==> config.mk <==
export PLATFORM = sky130hd
export DESIGN_NAME = printf_integer_formatter
export DESIGN_NICKNAME = d
export VERILOG_FILES = /design/src/hdl/pfmt_pkg.sv /design/src/hdl/pfmt_cell.sv /design/src/hdl/printf_integer_formatter.sv
export SDC_FILE = /design/constraint.sdc
export NUM_CORES = 1
export LEC_CHECK = 0
export BUFFER_PORTS_ARGS = -buffer_cell sky130_fd_sc_hd__buf_2
export CAP_MARGIN = 5
export CORE_UTILIZATION = 40
export DETAILED_ROUTE_END_ITERATION = 8
export HOLD_SLACK_MARGIN = 0.15
export PLACE_DENSITY_LB_ADDON = 0.15
export SLEW_MARGIN = 10
export SYNTH_ARGS = -nofsm -noshare
export SYNTH_HDL_FRONTEND = slang
export SYNTH_SLANG_ARGS = --single-unit
==> constraint.sdc <==
create_clock -name clock -period 6.1 [get_ports clock]
set_input_delay 1.22 -clock clock [delete_from_list [all_inputs] [get_ports clock]]
set_output_delay 1.22 -clock clock [all_outputs]
set_load 0.005 [all_outputs]
==> src/hdl/pfmt_pkg.sv <==
// Shared types, constants and helpers for the printf integer formatter.
`timescale 1ns / 1ps
package pfmt_pkg;

   localparam int ARG_W      = 32;
   localparam int CHAR_W     = 8;
   localparam int DIGIT_W    = 4;
   localparam int NUM_CELLS  = 10;  // enough decimal digits for 32 bits
   localparam int NUM_NIBBLE = ARG_W / DIGIT_W;
   localparam int BIT_CNT_W  = $clog2(ARG_W);
   localparam int DIG_CNT_W  = $clog2(NUM_CELLS + 1);

   localparam logic [CHAR_W-1:0] CH_NUL     = 8'h00;
   localparam logic [CHAR_W-1:0] CH_PERCENT = 8'h25;
   localparam logic [CHAR_W-1:0] CH_MINUS   = 8'h2D;
   localparam logic [CHAR_W-1:0] CH_ZERO    = 8'h30;
   localparam logic [CHAR_W-1:0] CH_X_UP    = 8'h58;
   localparam logic [CHAR_W-1:0] CH_A_UP    = 8'h41;
   localparam logic [CHAR_W-1:0] CH_A_LO    = 8'h61;
   localparam logic [CHAR_W-1:0] CH_C       = 8'h63;
   localparam logic [CHAR_W-1:0] CH_D       = 8'h64;
   localparam logic [CHAR_W-1:0] CH_P       = 8'h70;
   localparam logic [CHAR_W-1:0] CH_U       = 8'h75;
   localparam logic [CHAR_W-1:0] CH_X_LO    = 8'h78;

   // cell operations
   typedef logic [1:0] cell_op_type;
   localparam cell_op_type OP_HOLD   = 2'd0;
   localparam cell_op_type OP_LOAD   = 2'd1;
   localparam cell_op_type OP_DABBLE = 2'd2;
   localparam cell_op_type OP_SHIFT  = 2'd3;

   typedef struct packed {
      cell_op_type op;
      logic        bit_in;
   } cell_ctl_type;

   typedef struct packed {
      logic [CHAR_W-1:0] fmt_char;
      logic [ARG_W-1:0]  arg;
      logic              restart;
   } req_type;

   typedef struct packed {
      logic [CHAR_W-1:0] out_char;
      logic              last;
   } rsp_type;

   function automatic logic [CHAR_W-1:0] digit_ascii(input logic [DIGIT_W-1:0] d,
                                                      input logic upper);
      logic [CHAR_W-1:0] base;
      base = upper ? CH_A_UP : CH_A_LO;
      if (d < 4'd10) begin
         digit_ascii = CH_ZERO + CHAR_W'(d);
      end else begin
         digit_ascii = base + CHAR_W'(d - 4'd10);
      end
   endfunction

endpackage

==> src/hdl/pfmt_cell.sv <==
// One digit cell: hold, load, double-dabble shift, or whole-digit shift toward the top.
`timescale 1ns / 1ps
module pfmt_cell
   import pfmt_pkg::*;
(
   input  logic               clock,
   input  cell_ctl_type       ctl,
   input  logic [DIGIT_W-1:0] load_digit,
   input  logic [DIGIT_W-1:0] digit_in,
   output logic [DIGIT_W-1:0] digit_out,
   output logic               carry_out
);

   logic [DIGIT_W-1:0] digit_ff, digit_in_next;
   logic [DIGIT_W-1:0] adjusted;

   // add 3 before the shift so the digit stays decimal
   assign adjusted  = (digit_ff >= 4'd5) ? digit_ff + 4'd3 : digit_ff;
   assign carry_out = adjusted[DIGIT_W-1];
   assign digit_out = digit_ff;

   always_comb begin
      case (ctl.op)
         OP_LOAD:   digit_in_next = load_digit;
         OP_DABBLE: digit_in_next = {adjusted[DIGIT_W-2:0], ctl.bit_in};
         OP_SHIFT:  digit_in_next = digit_in;
         default:   digit_in_next = digit_ff;
      endcase
   end

   always_ff @(posedge clock) begin
      digit_ff <= digit_in_next;
   end

endmodule

==> src/hdl/printf_integer_formatter.sv <==
// Top level: format decoder, prefix emitter and digit cell chain with output register.
// A plain character, %c or %% passes through the prefix state into the output register.
// Decimal: a minus prefix for negative %d, then double-dabble over the 10-cell chain, then
// the digit phase (leading zeros drop without output). Hex: a 0x prefix for %p, then digits.
// One item at a time; the next transfer is taken the cycle after its last character is
// registered. Reset clears the pending percent flag, the sequencer and the output valid.
`timescale 1ns / 1ps
module printf_integer_formatter
   import pfmt_pkg::*;
(
   input  logic    clock,
   input  logic    reset,
   input  logic    req_valid,
   output logic    req_ready,
   input  req_type req_data,
   output logic    rsp_valid,
   input  logic    rsp_ready,
   output rsp_type rsp_data
);

   localparam logic [1:0] ST_IDLE   = 2'd0;
   localparam logic [1:0] ST_PREFIX = 2'd1;
   localparam logic [1:0] ST_DABBLE = 2'd2;
   localparam logic [1:0] ST_DIGITS = 2'd3;

   logic [1:0]           state_ff, state_in;
   logic                 pending_ff, pending_in;
   logic [1:0]           pre_cnt_ff, pre_cnt_in;
   logic [CHAR_W-1:0]    pre0_ff, pre0_in, pre1_ff, pre1_in;
   logic                 has_digits_ff, has_digits_in;
   logic                 hex_ff, hex_in;
   logic                 upper_ff, upper_in;
   logic [ARG_W-1:0]     mag_ff, mag_in;
   logic [BIT_CNT_W-1:0] bit_cnt_ff, bit_cnt_in;
   logic [DIG_CNT_W-1:0] dig_cnt_ff, dig_cnt_in;
   logic                 started_ff, started_in;
   logic                 rsp_valid_ff, rsp_valid_in;
   rsp_type              rsp_data_ff, rsp_data_in;

   logic                 can_emit, emit_go, emit_last, load_hex, pend_v, show;
   logic [CHAR_W-1:0]    emit_char, ch;
   logic [DIGIT_W-1:0]   top_digit;
   cell_op_type          cell_op;

   logic [DIGIT_W-1:0]   cell_digit [NUM_CELLS];
   logic                 cell_carry [NUM_CELLS];

   assign req_ready = (state_ff == ST_IDLE);
   assign rsp_valid = rsp_valid_ff;
   assign rsp_data  = rsp_data_ff;
   assign can_emit  = !rsp_valid_ff || rsp_ready;
   assign ch        = req_data.fmt_char;
   assign pend_v    = pending_ff && !req_data.restart;
   assign top_digit = cell_digit[NUM_CELLS-1];
   assign show      = started_ff || (top_digit != '0) || (dig_cnt_ff == DIG_CNT_W'(1));

   always_comb begin
      state_in      = state_ff;
      pending_in    = pending_ff;
      pre_cnt_in    = pre_cnt_ff;
      pre0_in       = pre0_ff;
      pre1_in       = pre1_ff;
      has_digits_in = has_digits_ff;
      hex_in        = hex_ff;
      upper_in      = upper_ff;
      mag_in        = mag_ff;
      bit_cnt_in    = bit_cnt_ff;
      dig_cnt_in    = dig_cnt_ff;
      started_in    = started_ff;
      cell_op       = OP_HOLD;
      load_hex      = 1'b0;
      emit_go       = 1'b0;
      emit_char     = pre0_ff;
      emit_last     = 1'b0;

      case (state_ff)
         ST_IDLE: begin
            if (req_valid) begin
               cell_op    = OP_LOAD;
               bit_cnt_in = '0;
               dig_cnt_in = DIG_CNT_W'(NUM_CELLS);
               started_in = 1'b0;
               pre1_in    = CH_NUL;
               if (ch == CH_NUL) begin
                  pending_in = 1'b0;
               end else if (!pend_v) begin
                  if (ch == CH_PERCENT) begin
                     pending_in = 1'b1;
                  end else begin
                     pending_in    = 1'b0;
                     pre0_in       = ch;
                     pre_cnt_in    = 2'd1;
                     has_digits_in = 1'b0;
                     state_in      = ST_PREFIX;
                  end
               end else begin
                  pending_in = 1'b0;
                  case (ch)
                     CH_C, CH_PERCENT: begin
                        pre0_in       = (ch == CH_C) ? req_data.arg[CHAR_W-1:0] : CH_PERCENT;
                        pre_cnt_in    = 2'd1;
                        has_digits_in = 1'b0;
                        state_in      = ST_PREFIX;
                     end
                     CH_P: begin
                        pre0_in       = CH_ZERO;
                        pre1_in       = CH_X_LO;
                        pre_cnt_in    = 2'd2;
                        has_digits_in = 1'b1;
                        hex_in        = 1'b1;
                        upper_in      = 1'b0;
                        load_hex      = 1'b1;
                        state_in      = ST_PREFIX;
                     end
                     CH_X_LO, CH_X_UP: begin
                        hex_in   = 1'b1;
                        upper_in = (ch == CH_X_UP);
                        load_hex = 1'b1;
                        state_in = ST_DIGITS;
                     end
                     CH_D: begin
                        hex_in   = 1'b0;
                        upper_in = 1'b0;
                        if (req_data.arg[ARG_W-1]) begin
                           mag_in        = ~req_data.arg + ARG_W'(1);
                           pre0_in       = CH_MINUS;
                           pre_cnt_in    = 2'd1;
                           has_digits_in = 1'b1;
                           state_in      = ST_PREFIX;
                        end else begin
                           mag_in   = req_data.arg;
                           state_in = ST_DABBLE;
                        end
                     end
                     CH_U: begin
                        hex_in   = 1'b0;
                        upper_in = 1'b0;
                        mag_in   = req_data.arg;
                        state_in = ST_DABBLE;
                     end
                     default: begin
                        state_in = ST_IDLE;
                     end
                  endcase
               end
            end
         end
         ST_PREFIX: begin
            if (can_emit) begin
               emit_go    = 1'b1;
               emit_char  = pre0_ff;
               emit_last  = (pre_cnt_ff == 2'd1) && !has_digits_ff;
               pre0_in    = pre1_ff;
               pre_cnt_in = pre_cnt_ff - 2'd1;
               if (pre_cnt_ff == 2'd1) begin
                  if (!has_digits_ff) begin
                     state_in = ST_IDLE;
                  end else if (hex_ff) begin
                     state_in = ST_DIGITS;
                  end else begin
                     state_in = ST_DABBLE;
                  end
               end
            end
         end
         ST_DABBLE: begin
            cell_op    = OP_DABBLE;
            mag_in     = {mag_ff[ARG_W-2:0], 1'b0};
            bit_cnt_in = bit_cnt_ff + BIT_CNT_W'(1);
            if (bit_cnt_ff == BIT_CNT_W'(ARG_W - 1)) begin
               state_in = ST_DIGITS;
            end
         end
         ST_DIGITS: begin
            // drop leading zeros without waiting on the output side
            if (!show || can_emit) begin
               cell_op    = OP_SHIFT;
               dig_cnt_in = dig_cnt_ff - DIG_CNT_W'(1);
               started_in = started_ff || show;
               emit_go    = show;
               emit_char  = digit_ascii(top_digit, upper_ff);
               emit_last  = (dig_cnt_ff == DIG_CNT_W'(1));
               if (dig_cnt_ff == DIG_CNT_W'(1)) begin
                  state_in = ST_IDLE;
               end
            end
         end
         default: begin
            state_in = ST_IDLE;
         end
      endcase
   end

   always_comb begin
      rsp_valid_in = rsp_valid_ff;
      rsp_data_in  = rsp_data_ff;
      if (emit_go) begin
         rsp_valid_in         = 1'b1;
         rsp_data_in.out_char = emit_char;
         rsp_data_in.last     = emit_last;
      end else if (rsp_ready) begin
         rsp_valid_in = 1'b0;
      end
   end

   // digit cell chain; cell NUM_CELLS-1 holds the most significant digit
   genvar gi;
   generate
      for (gi = 0; gi < NUM_CELLS; gi++) begin : g_cell
         cell_ctl_type       ctl;
         logic               bit_in;
         logic [DIGIT_W-1:0] load_digit;
         logic [DIGIT_W-1:0] digit_below;

         if (gi == 0) begin : g_first
            assign bit_in      = mag_ff[ARG_W-1];
            assign digit_below = '0;
         end else begin : g_next
            assign bit_in      = cell_carry[gi-1];
            assign digit_below = cell_digit[gi-1];
         end

         if (gi < NUM_NIBBLE) begin : g_nib
            assign load_digit = load_hex ? req_data.arg[gi*DIGIT_W +: DIGIT_W] : '0;
         end else begin : g_pad
            assign load_digit = '0;
         end

         assign ctl = {cell_op, bit_in};

         pfmt_cell u_cell (
            .clock      (clock),
            .ctl        (ctl),
            .load_digit (load_digit),
            .digit_in   (digit_below),
            .digit_out  (cell_digit[gi]),
            .carry_out  (cell_carry[gi])
         );
      end
   endgenerate

   always_ff @(posedge clock) begin
      if (reset) begin
         state_ff     <= ST_IDLE;
         pending_ff   <= 1'b0;
         rsp_valid_ff <= 1'b0;
      end else begin
         state_ff     <= state_in;
         pending_ff   <= pending_in;
         rsp_valid_ff <= rsp_valid_in;
      end
   end

   always_ff @(posedge clock) begin
      pre_cnt_ff    <= pre_cnt_in;
      pre0_ff       <= pre0_in;
      pre1_ff       <= pre1_in;
      has_digits_ff <= has_digits_in;
      hex_ff        <= hex_in;
      upper_ff      <= upper_in;
      mag_ff        <= mag_in;
      bit_cnt_ff    <= bit_cnt_in;
      dig_cnt_ff    <= dig_cnt_in;
      started_ff    <= started_in;
      rsp_data_ff   <= rsp_data_in;
   end

`ifndef SYNTH
   a_last_to_idle: assert property (@(posedge clock) disable iff (reset)
      (emit_go && emit_last) |=> (state_ff == ST_IDLE))
      else $error("last character sent but sequencer not idle");

   a_dabble_quiet: assert property (@(posedge clock) disable iff (reset)
      (state_ff == ST_DABBLE && !rsp_valid_ff) |=> !rsp_valid_ff)
      else $error("output produced during digit conversion");

   a_digit_count: assert property (@(posedge clock) disable iff (reset)
      (state_ff == ST_DIGITS) |-> (dig_cnt_ff != '0))
      else $error("digit counter ran out in digit phase");

   a_prefix_count: assert property (@(posedge clock) disable iff (reset)
      (state_ff == ST_PREFIX) |-> (pre_cnt_ff != 2'd0))
      else $error("prefix phase with no prefix characters");

   a_idle_after_emit_stall: assert property (@(posedge clock) disable iff (reset)
      (state_ff == ST_DIGITS && show && !can_emit) |=> $stable(dig_cnt_ff))
      else $error("digit advanced while output register was full");
`endif

endmodule

### Word level (Yosys, flattened, before mapping)

Index checks and enable logic that the tools add are counted.

* eq/ne operators: 31
* mux-type cells: 102
* bitwise operators: 3
* reductions and logical operators: 37
* order comparisons: 11
* add/sub/neg operators: 17
* divide/modulo/power cells: 0
* shift-type cells: 0
* multipliers: 0

Operators with widths (number)
* $mux W32: 4
* $pmux W32 S2: 2
* $pmux W4 S3: 10
* $mux W8: 10
* $mux W4: 19
* $eq A8 B7 Y1 const B: 6
* $ge A4 B3 Y1 const B: 10
* $add A4 B2 Y4 const B: 9
* $mux W2: 17
* $add A32 B1 Y32 const B: 1
* $not A32 Y32: 1
* $pmux W8 S3: 1
* $mux W1: 21
* $ne A2 B2 Y1 const B: 8
* $pmux W2 S4: 2
* $pmux W8 S2: 1
* $reduce_and A5 Y1: 3
* $pmux W2 S3: 2
* $reduce_bool A2 Y1: 6
* $pmux W1 S2: 5
* $pmux W5 S2: 1
* $reduce_or A3 Y1: 3
* $add A7 B8 Y8: 1
* $eq A2 B2 Y1 const B: 4
* 38 further kinds: 54

* bits of input ports: 45
* register bits after elaboration: 116
* logic and storage cells: 226
* latch bits: 0
* output and inout bits: 11
* memory bits (read-only): 0
* memory bits (writable): 0
* memories: 0

### Logic depth before layout (Yosys ltp)

* depth after elaboration: 9
* mapped depth: 9

### Hierarchy

From an unflattened synthesis, not the netlist that was laid out.

* cell total of the unflattened synthesis: 866
* area total of the unflattened synthesis: 7825.0 um^2

Modules (own cells, without submodules)
* printf_integer_formatter: area each 4584.4 um^2, seq. area each 2031.9 um^2, cells each 506, times used 1
* pfmt_cell: area each 324.1 um^2, seq. area each 120.1 um^2, cells each 36, times used 10

### Worst setup path before layout

Ideal clock, no wire load.

* path type: input to register
* start: in req_data[40] in the netlist's numbering
* end: reg mag_ff[0] (enable)
* data required time: 5.678 ns
* library setup time: 0.422 ns
* stages on the path: 5
* path buffers: 0
* setup slack: 2.217 ns
* arrival time: 3.461 ns
* cells stage by stage: nor4b_1 > nand2_1 > and2_1 > o21a_1 > nor2_1

* word-level cells in the longest chain between the ends: 3
* elaborated cells between the ends (all ways): 6
* classes of those cells: 4 x eq/ne; 2 x reduce/logical

Ends and longest elaborated chain
* start: declaration: line printf_integer_formatter.sv:15 `input req_type req_data,`
* $eq A8 B7 Y1 or $logic_not A8 Y1 (tied branches): line printf_integer_formatter.sv:98, printf_integer_formatter.sv:84
* $ne A3 B1 Y1 (no source line) or $ne A2 B2 Y1 (tied branches)
* $reduce_and A5 Y1 (no source line) (*)
* end signal: assignment: line printf_integer_formatter.sv:261 `mag_ff <= mag_in;`
* end: declaration: line printf_integer_formatter.sv:33 `logic [ARG_W-1:0] mag_ff, mag_in;`

Mark *: on every way between the ends. The rest lies on a longest branch, timed or not.
A chain may end at the register's enable or synchronous reset.

### Worst setup path after layout

* start: in req_data[1] in the netlist's numbering
* end: reg mag_ff[22] (data pin)

* word-level cells in the longest chain between the ends: 8

Ends and longest elaborated chain
* $not A32 Y32: line printf_integer_formatter.sv:125 `mag_in = ~req_data.arg + ARG_W'(1);`
* $add A32 B1 Y32: line printf_integer_formatter.sv:125
* $mux W32: line printf_integer_formatter.sv:124 `if (req_data.arg[ARG_W-1]) begin`
* $pmux W32 S2: line printf_integer_formatter.sv:98 `case (ch)`
* $mux W32: line printf_integer_formatter.sv:86 `end else if (!pend_v) begin`
* $mux W32: line printf_integer_formatter.sv:84 `if (ch == CH_NUL) begin`
* $mux W32: line printf_integer_formatter.sv:78 `if (req_valid) begin`
* $pmux W32 S2: line printf_integer_formatter.sv:76 `case (state_ff)`
* named net mag_in[22]: line printf_integer_formatter.sv:33

The timed path passes the listed nets, and every way through them passes these cells. The select of a mux whose other input is x is not followed.

==> results.sh <==
export IMPL_final_nets=810
export IMPL_root_buffer="clkbuf_16"
export IMPL_die_h_um=133
export IMPL_area_growth_synth_to_final_pct=11.4
export IMPL_syn_area_um2=6860
export IMPL_critPathLaunchType="input port"
export IMPL_grt_max_degree=58
export IMPL_worstPathArrival_ps=3370
export IMPL_dp_hpwl_um=12000
export IMPL_max_cap_viol_count=0
export IMPL_synth_fp_nets=770
export IMPL_synth_seq_area_share_pct=47.1
export IMPL_min_path_type="reg2reg"
export IMPL_p_leak_uw=0.00278
export IMPL_synth_cells=693
export IMPL_cp_max_fo=9
export IMPL_yosys_area_share_simple_pct=16.9
export IMPL_powerDensity_nw_per_um2=409
export IMPL_final_setup_tns_ps=0
export IMPL_timing_worst_slew_pin_value_ps=1170
export IMPL_place_gp_congestion=0.815
export IMPL_cts_tree="built"
export IMPL_drv_slew=0
export IMPL_boundaryPins=56
export IMPL_antenna_found_initial=0
export IMPL_crit_path_top_delay_cell="nor4b_1"
export IMPL_crit_path_cell_trace="buf_2 -> inv_1 -> ha_1 -> nor4b_1 -> nand3_2 -> o41ai_1 -> xor2_1 -> a21oi_1"
export IMPL_yosysTopAreaCell="edfxtp_1"
export IMPL_seqCellArea_um2=3230
export IMPL_hp_start="mag_ff[17]"
export IMPL_layout_commonest_cell="edfxtp_1"
export IMPL_clkSinkCount=109
export IMPL_max_slew_margin_rel_pct=21.9
export IMPL_vdd_drop_max_uv=193
export IMPL_fin_crit_sh_pct=53.9
export IMPL_drive_gt1_share_pct=12.6
export IMPL_multi_input_area_um2=3400
export IMPL_die_w_um=133
export IMPL_vias=5478
export IMPL_ys_ff_latch=109
export IMPL_holdBufCountCts=0
export IMPL_crit_type="in2reg"
export IMPL_fmax_mhz=304
export IMPL_synthXorXnorAreaFrac_pct=6.51
export IMPL_die_area_um2=17700
export IMPL_cp_required_ps=6190
export IMPL_drc=0
export IMPL_drt_wirelength_per_cell_um=18.2
export IMPL_synth_top_family_by_area="compound AO/OA/AOI/OAI gates"
export IMPL_status="finished clean"
export IMPL_crit_start="req_data[1]"
export IMPL_postRouteAntennaNets=0
export IMPL_hold_viol=0
export IMPL_rsz0062_at_grt="false"
export IMPL_drt_pass1_iterations=5
export IMPL_core_area_um2=16600
export IMPL_htree_levels=3
export IMPL_ys_flop_type="edfxtp_1"
export IMPL_initial_utilization_pct=41.2
export IMPL_regToRegStartpoint="state_ff[0]"
export IMPL_min_period_ps=3290
export IMPL_num_rows=47
export IMPL_grt_pass1_wl_um=28400
export IMPL_port_buffers=55
export IMPL_synth_area_leaders="edfxtp_1 (46%), ha_1 (5.8%), nand2_1 (4.6%)"
export IMPL_routed_wl_um=17500
export IMPL_yosysWarnings=0
export IMPL_synth_area_mux_share_pct=0.146
export IMPL_track_usage_pct=20.4
export IMPL_cp_end_kind="flip-flop"
export IMPL_clk_pin_slew_ps=80
export IMPL_clkLatencyLatePin_ps=370
export IMPL_nFillCells=1613
export IMPL_grt_pass1_vias=5372
export IMPL_async_flop_share_pct=0
export IMPL_synth_compound_area_share_pct=19.9
export IMPL_slowest_delay_ps=540
export IMPL_grt_remaining_overflow=0
export IMPL_total_power_uw=3130
export IMPL_synth_top_area_share_pct=45.9
export IMPL_numCtsBuffers=9
export IMPL_synth_edf_count=105
export IMPL_yosys_area_share_adder_pct=5.83
export IMPL_vias_per_cell=5.72
export IMPL_layout_common_cells="edfxtp_1 (105), nand2_1 (83), nor2_1 (58), buf_2 (55)"
export IMPL_syn_area_per_cell_um2=9.90
export IMPL_setup_viol=0
export IMPL_ys_types=65
export IMPL_cts_buffer_depth=2
export IMPL_drt_initial_drc_count=427
export IMPL_cts_resized=0
export IMPL_post_cts_buffers=0
export IMPL_num_antenna_cells=0
export IMPL_clock_skew_ps=15.0
power by group:
| group | switching (µW) | leakage, µW | internal, µW |
|---|---|---|---|
| logic | 708 | 0.00159 | 440 |
| clock network | 314 | 0.000146 | 291 |
| registers | 201 | 0.00105 | 1180 |
| total | 1220 | 0.00278 | 1910 |
final cells by class:
class	instances	share of cell area [%]
repair buffers	60	4.09
clock inverters	7	0.932
multi-input cells	519	44.5
inverters	34	1.67
flip-flops and latches	109	42.3
clock buffers	9	2.94
well taps	220	3.60
metal layers:
layer	global-route usage, %	part of all wire, %	up-vias
li1	-	-	2669
met5	0	0	-
met1	27.8	48	2694
met4	5.43	1.1	0
met3	2.80	3.0	15
met2	34.0	48	100
sequential cells by signal, indices dropped and copies added (netlist names), 2 cells and up:
register,flops
bit_cnt_ff,5
dig_cnt_ff,4
g_cell.u_cell.digit_out,40
mag_ff,32
pre0_ff,8
pre_cnt_ff,2
rsp_data,9
state_ff,2
synth_stat cells (2+ instances only):
cell / n
o2111ai_1: 2
buf_2: 7
edfxtp_1: 105
o31a_1: 2
xor2_1: 33
a211oi_1: 10
nor3b_1: 11
a22o_1: 5
nand3_1: 16
nand4_1: 3
and2_1: 2
o31ai_1: 14
a21oi_1: 50
or3_1: 3
a221o_1: 28
and3_1: 3
nor3_1: 8
nand2b_1: 14
a21o_1: 4
nand2_1: 84
dfxtp_1: 4
nor2_1: 60
o2bb2ai_1: 3
buf_1: 4
nor2b_1: 9
nor4_1: 6
a41oi_1: 2
and4b_1: 2
o21ai_0: 50
inv_1: 34
o211a_1: 2
xnor2_1: 18
nor4b_1: 2
clkbuf_1: 20
o41ai_1: 7
o211ai_1: 2
nor4bb_1: 2
a31oi_1: 2
ha_1: 32
o22ai_1: 3
stage by stage:
stage / instance area, µm² / hold slack (ps) / instances / worst slack (ps) / utilization (%)
floorplan: 6860 / 473 / 693 / 2220 / -
global placement: 7350 / 502 / 942 / 2490 / 44.2
detailed placement: 7350 / 510 / 942 / 2450 / 44.2
CTS: 7650 / 539 / 958 / 2830 / 46.0
global route: 7650 / 558 / 958 / 2600 / 46.0
finish: 7650 / 534 / 958 / 2810 / 46.0
path summary, 6_finish.rpt:
kind	to	slack, ps	cells after the start
setup / recovery	mag_ff[22]	2810	8
setup reg to reg	g_cell[2].u_cell.digit_out[0]	2960	4
hold reg to reg	mag_ff[18]	530	2
hold / removal	mag_ff[18]	530	2
cell families (layout without fill, tap and decap cells):
group | count (synthesis) | count (layout)
DFF | 109 | 109
AOI/OAI and AO/OA | 199 | 199
adders and majority gates | 32 | 32
xor gates and xnor gates | 51 | 51
buffers and inverters | 65 | 110
muxes | 1 | 1
and+or+nand+nor | 236 | 236
critical path: cells and delay by family:
family | cells | cell delay, ps
and+or+nand+nor | 2 | 960
AOI/OAI and AO/OA | 2 | 580
buffers and inverters | 2 | 220
xor gates and xnor gates | 1 | 190
adders and majority gates | 1 | 180
Power figures use the tool's default switching activity.
